===== config.mk =====
export PLATFORM = sky130hd
export DESIGN_NAME = udpq_slot_table
export DESIGN_NICKNAME = d
export VERILOG_FILES = /design/src/hdl/udpq_pkg.sv /design/src/hdl/udpq_slot_table.sv
export SDC_FILE = /design/constraint.sdc
export NUM_CORES = 1
export LEC_CHECK = 0
export BUFFER_PORTS_ARGS = -buffer_cell sky130_fd_sc_hd__buf_2
export CORE_MARGIN = 1
export CORE_UTILIZATION = 60
export CTS_CLUSTER_DIAMETER = 80
export DETAILED_ROUTE_END_ITERATION = 8
export PLACE_DENSITY = 0.77
export SLEW_MARGIN = 15
export SYNTH_ARGS = -nofsm -noshare
export SYNTH_HDL_FRONTEND = slang
export SYNTH_SLANG_ARGS = --single-unit

===== constraint.sdc =====
create_clock -name clk -period 4.15 [get_ports clk]
set_clock_uncertainty 0.2 [all_clocks]
set_input_delay 0.83 -clock clk [delete_from_list [all_inputs] [get_ports clk]]
set_output_delay 0.83 -clock clk [all_outputs]
set_load 0.01 [all_outputs]

===== src/hdl/udpq_pkg.sv =====
// shared types and constants for the udp port demultiplexer
package udpq_pkg;

  typedef struct packed {
    logic [1:0]  opcode;
    logic [15:0] port_number;
    logic [12:0] frame_length;
    logic [15:0] ether_type;
    logic [3:0]  ip_version_nibble;
    logic [31:0] dest_ip_address;
    logic [31:0] source_ip_address;
    logic [15:0] source_port_number;
    logic [15:0] udp_length;
    logic [15:0] buffer_handle;
    logic [12:0] max_length;
  } in_item_t;

  typedef struct packed {
    logic [2:0]  status;
    logic [15:0] out_handle;
    logic [12:0] payload_length;
    logic [31:0] out_source_ip;
    logic [15:0] out_source_port;
    logic        handle_valid;
    logic        last_result;
  } out_item_t;

  localparam logic [1:0] OP_BIND    = 2'd0;
  localparam logic [1:0] OP_UNBIND  = 2'd1;
  localparam logic [1:0] OP_DELIVER = 2'd2;
  localparam logic [1:0] OP_RECEIVE = 2'd3;

  localparam logic [2:0] ST_OK         = 3'd0;
  localparam logic [2:0] ST_TABLE_FULL = 3'd1;
  localparam logic [2:0] ST_NOT_BOUND  = 3'd2;
  localparam logic [2:0] ST_MALFORMED  = 3'd3;
  localparam logic [2:0] ST_NOT_LOCAL  = 3'd4;
  localparam logic [2:0] ST_QUEUE_FULL = 3'd5;
  localparam logic [2:0] ST_EMPTY      = 3'd6;
  localparam logic [2:0] ST_ARP        = 3'd7;

  localparam logic [15:0] TYPE_IPV4    = 16'h0800;
  localparam logic [15:0] TYPE_ARP     = 16'h0806;
  localparam logic [12:0] LEN_ARP_MIN  = 13'd42;
  localparam logic [12:0] LEN_IP_MIN   = 13'd34;
  localparam logic [12:0] LEN_UDP_MIN  = 13'd42;
  localparam logic [15:0] UDP_HDR      = 16'd8;
  localparam logic [12:0] RX_LIMIT     = 13'd4096;
  localparam logic [31:0] LOCAL_IP_RST = 32'd167772687;

  // result of the port lookup
  typedef struct packed {
    logic       hit;
    logic       free_found;
    logic [7:0] hit_slot;
    logic [7:0] free_slot;
  } lookup_t;

endpackage


===== src/hdl/udpq_slot_table.sv =====
// binding table: slot valid bits and bound port numbers, with lookup
module udpq_slot_table #(
  parameter int PORT_SLOTS = 16
) (
  input  logic                     clk,
  input  logic                     rst,
  input  logic [15:0]              port,
  input  logic                     bind_en,
  input  logic                     unbind_en,
  input  logic [((PORT_SLOTS > 1) ? $clog2(PORT_SLOTS) : 1)-1:0] wr_slot,
  output udpq_pkg::lookup_t        lookup
);
  import udpq_pkg::*;

  logic [PORT_SLOTS-1:0] in_use;
  logic [15:0]           slot_port [PORT_SLOTS];
  lookup_t               lookup_next;

  // registered match and first-free search
  always_comb begin
    lookup_next = '0;
    for (int i = PORT_SLOTS-1; i >= 0; i--) begin
      if (in_use[i] && slot_port[i] == port) begin
        lookup_next.hit = 1'b1;
        lookup_next.hit_slot = 8'(i);
      end
      if (!in_use[i]) begin
        lookup_next.free_found = 1'b1;
        lookup_next.free_slot = 8'(i);
      end
    end
  end

  always_ff @(posedge clk) begin
    lookup <= lookup_next;
    if (bind_en) slot_port[wr_slot] <= port;
  end

  always_ff @(posedge clk) begin
    if (rst) begin
      in_use <= '0;
    end else if (bind_en) begin
      in_use[wr_slot] <= 1'b1;
    end else if (unbind_en) begin
      in_use[wr_slot] <= 1'b0;
    end
  end
endmodule


==> results_dict.tcl, run 1 <==
set metrics [dict create \
    first_global_vias 6600 \
    firstDrtPassIters 5 \
    yosysWarnings 0 \
    worst_ep_arrival_time_ns 3.47 \
    postCtsSetupRepairBufs 0 \
    power-per-cell-area_nw_per_um2 452 \
    period_minus_slack_ns 3.26 \
    slew-limit-headroom_pct 45.9 \
    worst_slack_ns 0.891 \
    kind_of_end_point_of_the_critical_path "register" \
    area_growth_syn_to_layout_pct 11.6 \
    fp.dieH_um 144 \
    hp-class "reg -> reg" \
    die_w_um 144 \
    dpl_worst_slack_ns 0.434 \
    yosys_most_used_dff "sky130_fd_sc_hd__edfxtp_1" \
    crit_required_ns 4.36 \
    floorplan.io_pins 42 \
    clk_pin_slew_ns 0.07 \
    final_nets 897 \
    fin_tns_setup_ns 0 \
    report.final.slew_viol_count 0 \
    synth_top_area_cell "sky130_fd_sc_hd__edfxtp_1" \
    synth_area_sq_um 12000 \
    first_pass_grt_wire_length_um 40600 \
    min_period_over_period_pct 78.5 \
    crit_path_start_kind "primary input" \
    holdBufCountCts 0 \
    vias 6784 \
    synthCells 821 \
    ys_async_sr_fraction_pct 0 \
    synth_largest_type_area_fraction_pct 63.9 \
    track_usage_pct 27.3 \
    grt_overflow_total 0 \
    detailedPlacementHpwl_um 17800 \
    run_status "finished clean" \
    postSynthAreaPerCell_sq_um 14.6 \
    ys_seq_elements 282 \
    route.final.wire_length_um 26900 \
    timing.final.setup_violations 0 \
    numCtsBuffers 29 \
    ir_worst_vdd_v 0.000366 \
    leakagePower_nw 4.35 \
    max-cap-violations 0 \
    max_slew.worst_pin.slew_ns 0.811 \
    timing_hold_violations_final 0 \
    htreeDepth 1 \
    cts_tree "done" \
    clock_path_buffers 3 \
    cts_num_sinks 282 \
    grt_antenna_before_repair 1 \
    vias_per_cell 5.84 \
    placement.io_buffers 33 \
    finalWeightedCongestion 0.895 \
    post_drt_wl_per_cell_um 23.2 \
    yosys-top-cells-area "sky130_fd_sc_hd__edfxtp_1 64%, sky130_fd_sc_hd__xnor2_1 14%, sky130_fd_sc_hd__xor2_1 5.0%" \
    crit_fanout 18 \
    initial_utilization_pct 61.6 \
    layout-drive-gt1-share_pct 12.5 \
    design.die.area_sq_um 20600 \
    post_cts.resized_instances 0 \
    largest_net_degree_at_the_start_of_global_routing 26 \
    drc_violations_left 0 \
    placeableCoreArea_sq_um 19500 \
    number_of_standard_cell_rows_in_the_floorplan 51 \
    fmaxAchievable_ghz 0.307 \
    path_class "in -> reg" \
    rsz_0062_raised_after_global_routing "false" \
    drt_iter0_markers 635 \
    root_buffer "sky130_fd_sc_hd__clkbuf_16" \
    insertion_delay_ns 0.54 \
    synth_sequential_area_ratio_pct 68.3 \
    postRouteAntennaNets 0 \
    synth-edff-count 256 \
    netlist-cell-type-count 35 \
]
[registers in the layout, summed over array words and instances, names as in the netlist, named ones only]
name	flops
slot_port	256
lookup	10
[metal layers]
layer  part of all wire, %  up-vias  global-route usage [%]
li1                      -     3040                       -
met1                    44     3428                    41.4
met2                    46      271                    42.1
met3                   7.5       45                    3.60
met4                   1.9        0                    6.83
met5                     0        -                       0
[worst max-delay path: stages]
cell and delay, ns:
sky130_fd_sc_hd__buf_2 0.47, sky130_fd_sc_hd__buf_4 0.37, sky130_fd_sc_hd__xor2_1 0.11, sky130_fd_sc_hd__nor4_1 0.20, sky130_fd_sc_hd__nand4_1 0.23, sky130_fd_sc_hd__nor4_1 0.67, sky130_fd_sc_hd__or2_1 0.21, sky130_fd_sc_hd__nor3b_1 0.06
sky130_fd_sc_hd__and2_1 0.18, sky130_fd_sc_hd__nor2b_1 0.13
[metrics by stage]
| step | utilization [%] | area [sq um] | power, mW | hold slack, ns | cells |
|---|---|---|---|---|---|
| 2_1_floorplan | - | 12000 | 3.47 | 0.244 | 828 |
| 3_3_place_gp | 64.0 | 12500 | 3.60 | 0.268 | 1107 |
| 3_5_place_dp | 64.0 | 12500 | 3.61 | 0.278 | 1107 |
| 4_1_cts | 68.7 | 13400 | 6.10 | 0.287 | 1160 |
| 5_1_grt | 68.7 | 13400 | 6.24 | 0.318 | 1161 |
| 6_report | 68.7 | 13400 | 6.07 | 0.291 | 1161 |
[Yosys cell counts (13+ instances only)]
master                     instances
sky130_fd_sc_hd__a21oi_1          20
sky130_fd_sc_hd__edfxtp_1        256
sky130_fd_sc_hd__nand2_1          37
sky130_fd_sc_hd__dfxtp_1          26
sky130_fd_sc_hd__inv_1            23
sky130_fd_sc_hd__buf_4            21
sky130_fd_sc_hd__xnor2_1         188
sky130_fd_sc_hd__nor2_1           13
sky130_fd_sc_hd__xor2_1           68
sky130_fd_sc_hd__buf_2            16
sky130_fd_sc_hd__o21ai_0          19
sky130_fd_sc_hd__nor4_1           22
sky130_fd_sc_hd__nand3_1          18
sky130_fd_sc_hd__nand4_1          47
[path summary, 6_finish.rpt]
| kind | cells after the start | slack [ns] | to | from |
|---|---|---|---|---|
| setup / recovery | 10 | 0.89 | lookup[11] | port[8] |
| hold / removal | 2 | 0.29 | lookup[1] | register |
| setup reg to reg | 8 | 1.53 | lookup[11] | slot_port[0][13] |
| hold reg to reg | 2 | 0.29 | lookup[1] | register |
[cell usage in the layout, fill, tap and decap left out, types with 8 or more instances in the layout]
master	instances
sky130_fd_sc_hd__nor4_1	22
sky130_fd_sc_hd__buf_2	33
sky130_fd_sc_hd__edfxtp_1	256
sky130_fd_sc_hd__buf_4	19
sky130_fd_sc_hd__nand2_1	37
sky130_fd_sc_hd__o21ai_0	19
sky130_fd_sc_hd__clkbuf_16	29
sky130_fd_sc_hd__nor2_1	13
sky130_fd_sc_hd__inv_1	23
sky130_fd_sc_hd__nand3_1	18
sky130_fd_sc_hd__nand4_1	47
sky130_fd_sc_hd__xnor2_1	188
sky130_fd_sc_hd__dfxtp_1	26
sky130_fd_sc_hd__xor2_1	68
sky130_fd_sc_hd__a21oi_1	20
sky130_fd_sc_hd__conb_1	8
[cells by family after synthesis]
group / Yosys count / synth area share [%]
other cells: 1 / 0.0312
buf+inv: 65 / 3.04
xor+xnor: 256 / 18.6
flops: 282 / 68.3
simple gates: 166 / 7.72
compound gates: 51 / 2.29
[area by class of cell]
class | count | area (sq um)
antenna | 1 | 2.50
clock buffer | 43 | 848
clock inverter | 10 | 81.3
fill | 1373 | 6100
inverter | 23 | 86.3
multi-input combinational | 481 | 3480
sequential | 282 | 8210
tap | 265 | 332
timing repair buffer | 56 | 388
[where the power goes]
| part | leakage (nW) | switching [mW] | internal [mW] |
|---|---|---|---|
| clock | 0.462 | 1.04 | 1.47 |
| sequential | 2.52 | 0.0255 | 3.15 |
| combinational | 1.37 | 0.237 | 0.136 |
(Power assumes the default switching activity.)
==> run 2, diff against run 1 <==
- clock period: 4.15 -> 3.08 ns (I/O delays scaled with it)
==> run 2 against run 1 <==
Against the previous run: worst setup slack got worse by 0.43 ns; largest cell class unchanged; sequential share of layout area decreased by 1.3 points; via count increased by 1.2%; global-route usage decreased by 0.16 points; register-to-register slack got worse by 1.1 ns; utilization increased by 1.5 points; critical path depth increased by 1; worst hold slack got worse by 0.083 ns; highest routed layer unchanged.
==> results_dict.tcl, run 2 (synthesis results as in run 1) <==
set metrics [dict create \
    floorplan.io_pins 42 \
    detailedPlacementHpwl_um 17300 \
    first_pass_grt_wire_length_um 40500 \
    placement.io_buffers 33 \
    largest_net_degree_at_the_start_of_global_routing 28 \
    fmaxAchievable_ghz 0.382 \
    slew-limit-headroom_pct 49.9 \
    post_drt_wl_per_cell_um 22.5 \
    vias_per_cell 5.78 \
    path_cells "buf_2 > buf_4 > xor2_1 > nor4_1 > buf_4 > nand4_1 > nor3_1 > or2_1 > nor3b_1 > and2_1 > nor2b_1" \
    layout-drive-gt1-share_pct 14.3 \
    worst_ep_arrival_time_ns 2.83 \
    min_period_over_period_pct 85.0 \
    biggest_register "slot_port" \
    crit_path_start_kind "primary input" \
    route.final.wire_length_um 26700 \
    cpPeakStageDelay_ns 0.57 \
    num_antenna_cells 0 \
    root_buffer "sky130_fd_sc_hd__clkbuf_16" \
    path_class "in -> reg" \
    crit_required_ns 3.30 \
    clk_pin_slew_ns 0.06 \
    vias 6866 \
    layout.cells.most_common_list "256 x sky130_fd_sc_hd__edfxtp_1, 188 x sky130_fd_sc_hd__xnor2_1, 68 x sky130_fd_sc_hd__xor2_1" \
    ir_worst_vdd_v 0.000582 \
    final_nets 925 \
    initial_utilization_pct 61.6 \
    timing_hold_violations_final 0 \
    max-cap-violations 0 \
    track_usage_pct 27.2 \
    number_of_standard_cell_rows_in_the_floorplan 51 \
    cts_tree "done" \
    holdBufCountCts 0 \
    cts_num_sinks 282 \
    fp.dieH_um 144 \
    crit_fanout 4 \
    cpMaxStageDelayCell "sky130_fd_sc_hd__nor3_1" \
    fin_worst_hold_slack_ns 0.208 \
    firstDrtPassIters 5 \
    placeableCoreArea_sq_um 19500 \
    report.final.slew_viol_count 0 \
    drc_violations_left 0 \
    run_status "finished clean" \
    postRouteAntennaNets 0 \
    final_common_cell "sky130_fd_sc_hd__edfxtp_1" \
    clock_path_buffers 3 \
    timing.critical_path.mode_cell "sky130_fd_sc_hd__buf_4" \
    grt_overflow_total 0 \
    drt_iter0_markers 773 \
    max_reg_flops 256 \
    finalWeightedCongestion 0.930 \
    die_w_um 144 \
    post_cts.resized_instances 0 \
    area_growth_syn_to_layout_pct 14.0 \
    insertion_delay_ns 0.54 \
    grt_antenna_before_repair 0 \
    numCtsBuffers 28 \
    hp-class "in -> reg" \
    leakagePower_nw 4.51 \
    postCtsSetupRepairBufs 0 \
    rsz_0062_raised_after_global_routing "false" \
    period_minus_slack_ns 2.62 \
    max_slew.worst_pin.slew_ns 0.751 \
    design.die.area_sq_um 20600 \
    first_global_vias 6930 \
    fin_tns_setup_ns 0 \
    layout_top_registers "slot_port (256), lookup (10)" \
    kind_of_end_point_of_the_critical_path "register" \
    power-per-cell-area_nw_per_um2 586 \
    timing.final.setup_violations 0 \
    htreeDepth 1 \
]
run 2: cell types whose count changed in the layout (fill, tap and decap cells not counted), sizes merged:
cell	delta
inv	-1
diode	-1
buf	+29
clkbuf	-5
clkinv	+5
clkinvlp	-1
run 2: worst max-delay path: cells and delay by family:
kind,cells,cell delay (ns)
xor+xnor,1,0.16
buf+inv,3,0.51
simple gates,7,1.56
run 2: per-stage QoR:
stage	cell area [sq um]	worst slack, ns	util [%]	power, mW	cells
2_1_floorplan	12000	0.558	-	4.68	828
3_5_place_dp	12800	0.0189	65.8	4.90	1136
6_report	13700	0.462	70.2	8.03	1187
3_3_place_gp	12800	0.0692	65.8	4.89	1136
5_1_grt	13700	0.405	70.2	8.26	1187
4_1_cts	13700	0.531	70.2	8.05	1187
run 2: where the power goes:
| part | switching, mW | total (mW) | internal (mW) | leakage [nW] |
|---|---|---|---|---|
| clock network | 1.36 | 3.20 | 1.84 | 0.425 |
| logic | 0.325 | 0.545 | 0.220 | 1.56 |
| registers | 0.0344 | 4.28 | 4.25 | 2.52 |
run 2: final cells by class:
class / count / area (sq um)
Clock buffer: 38 / 779
Clock inverter: 13 / 81.3
Fill cell: 1319 / 5820
Inverter: 23 / 86.3
Multi-Input combinational cell: 481 / 3480
Sequential cell: 282 / 8210
Tap cell: 265 / 332
Timing Repair Buffer: 85 / 743
run 2: routing by layer:
layer,track usage [%],wire (um),vias to the layer above
met5,0,0,-
met3,4.03,1860,54
met1,38.8,11600,3441
met4,7.67,595,0
li1,-,-,3086
met2,43.7,12700,285
run 2: final timing paths:
kind	endpoint	slack (ns)	from	cells past startpoint
worst max register to register	lookup[11]	0.48	slot_port[1][5]	9
worst min register to register	lookup[1]	0.30	register	2
worst min-delay path	register	0.21	bind_en	3
worst max-delay path	lookup[11]	0.46	port[14]	11
==> run 3, diff against run 2 <==
- CORE_ASPECT_RATIO: not set -> 1.4
- SKIP_CTS_REPAIR_TIMING: not set -> 1
- clock period: 3.08 -> 2.7 ns (I/O delays scaled with it)
==> run 3 against run 2 <==
Against the previous run: register-to-register slack got worse by 0.43 ns; first-iteration DRC count fell by 4.5%; largest cell class unchanged; worst hold slack got worse by 0.088 ns; die area barely moved; largest power group unchanged; sequential share of layout area fell by 1.7 points; critical path type is now reg -> reg.
==> results_dict.tcl, run 3 (synthesis results as in run 1) <==
set metrics [dict create \
    final_nets 987 \
    rsz_0062_raised_after_global_routing "false" \
    proportion_of_total_power_due_to_net_switching_pct 21.3 \
    report.power.total_mw 9.05 \
    power.switching_mw 1.93 \
    timing_hold_violations_final 0 \
    htreeDepth 1 \
    firstDrtPassIters 7 \
    max_slew.worst_pin.slew_ns 0.588 \
    first_global_vias 7209 \
    drt_iter0_markers 738 \
    biggest_register "slot_port" \
    max_reg_flops 256 \
    first_pass_grt_wire_length_um 40800 \
    insertion_delay_ns 0.54 \
    path_class "reg -> reg" \
    finalWeightedCongestion 1.01 \
    placedInstanceArea_sq_um 13300 \
    cts_num_sinks 282 \
    leakagePower_nw 4.80 \
    slew-limit-headroom_pct 60.4 \
    die_w_um 122 \
    detailedPlacementHpwl_um 18600 \
    cts_tree "done" \
    layout-drive-gt1-share_pct 19.7 \
    worst_slack_ns 0.0530 \
    p_comb_share_pct 7.5 \
    clock_path_buffers 3 \
    crit_path_start_kind "register" \
    dpl_worst_slack_ns -0.271 \
    crit_fanout 2 \
    ir_worst_vdd_v 0.000648 \
    layout.cells.most_common_list "256 x sky130_fd_sc_hd__edfxtp_1, 188 x sky130_fd_sc_hd__xnor2_1, 101 x sky130_fd_sc_hd__buf_4" \
    vias_per_cell 5.72 \
    postRouteAntennaNets 0 \
    post_drt_wl_per_cell_um 21.4 \
    number_of_standard_cell_rows_in_the_floorplan 60 \
    crit_required_ns 2.91 \
    design.die.area_sq_um 20600 \
    grt_antenna_before_repair 2 \
    route.final.wire_length_um 26300 \
    vias 7044 \
    fmaxAchievable_ghz 0.378 \
    drc_violations_left 0 \
    run_status "finished clean" \
    fp.dieH_um 169 \
    hp-class "in -> reg" \
    p_int_mw 7.12 \
    design_area_sq_um 14100 \
    min_period_over_period_pct 98.0 \
    period_minus_slack_ns 2.65 \
    clk_pin_slew_ns 0.06 \
    fin_tns_setup_ns 0 \
    track_usage_pct 26.8 \
    floorplan.io_pins 42 \
    max-cap-violations 0 \
    layout_top_registers "slot_port (256), lookup (10)" \
    report.final.slew_viol_count 0 \
    numCtsBuffers 26 \
    power-per-cell-area_nw_per_um2 641 \
    grt_overflow_total 0 \
    initial_utilization_pct 61.8 \
    root_buffer "sky130_fd_sc_hd__clkbuf_16" \
    seq_power_share_pct 54.0 \
    final_common_cell "sky130_fd_sc_hd__edfxtp_1" \
    power_share_of_the_clock_group_pct 38.6 \
    timing.final.setup_violations 0 \
    area_growth_syn_to_layout_pct 17.4 \
    kind_of_end_point_of_the_critical_path "register" \
    placeableCoreArea_sq_um 19400 \
    largest_net_degree_at_the_start_of_global_routing 20 \
    placement.io_buffers 33 \
    worst_ep_arrival_time_ns 2.85 \
]
==> run 3: path summary, 6_finish.rpt <==
check                      end  slack (ns)              start  cells past startpoint
min reg2reg           register        0.30           register                      2
max reg2reg          lookup[8]        0.05  slot_port[14][13]                     10
max                  lookup[8]        0.05  slot_port[14][13]                     10
min          slot_port[14][11]        0.12           port[11]                      1
==> run 3: power groups by stage <==
stage	Combinational (mW)	Clock, mW	Sequential (mW)
finish	0.675	3.49	4.88
global route	0.723	3.69	4.89
CTS	0.675	3.52	4.88
detailed placement	0.669	0	4.98
global placement	0.651	0	4.97
floorplan	0.372	0	4.97
==> run 3: routing by layer <==
metal  wire length, um  GRT usage (%)  share of wire [%]
met5                24              0              0.091
met4               860           9.61                3.3
met3              1580           3.66                6.0
met2             13300           46.0                 51
met1             10600           34.9                 40
==> run 3: worst max-delay path: stages (launching register included) <==
cell,delay (ns)
sky130_fd_sc_hd__edfxtp_1,0.38
sky130_fd_sc_hd__xnor2_1,0.23
sky130_fd_sc_hd__nand4_1,0.15
sky130_fd_sc_hd__nor4_1,0.49
sky130_fd_sc_hd__nand3_1,0.20
sky130_fd_sc_hd__a41oi_1,0.24
sky130_fd_sc_hd__o21ai_1,0.08
sky130_fd_sc_hd__a21oi_1,0.21
sky130_fd_sc_hd__o21ai_1,0.10
sky130_fd_sc_hd__a21oi_1,0.15
sky130_fd_sc_hd__o22ai_1,0.10
==> run 3: through the flow <==
stage               hold WS, ns  util (%)  std cells
floorplan                 0.244         -        828
global placement          0.290      68.4       1183
detailed placement        0.285      68.4       1183
CTS                       0.110      72.6       1231
global route              0.129      72.6       1231
finish                    0.120      72.6       1232
==> run 3: cell type report <==
| cell class | instances | area, sq um |
|---|---|---|
| flip-flops and latches | 282 | 8210 |
| fillers | 1221 | 5330 |
| multi-input cells | 481 | 3480 |
| repair buffers | 149 | 1220 |
| clock buffers | 37 | 733 |
| well taps | 248 | 310 |
| inverters | 23 | 86.3 |
| clock inverters | 11 | 77.6 |
| diodes | 1 | 2.50 |
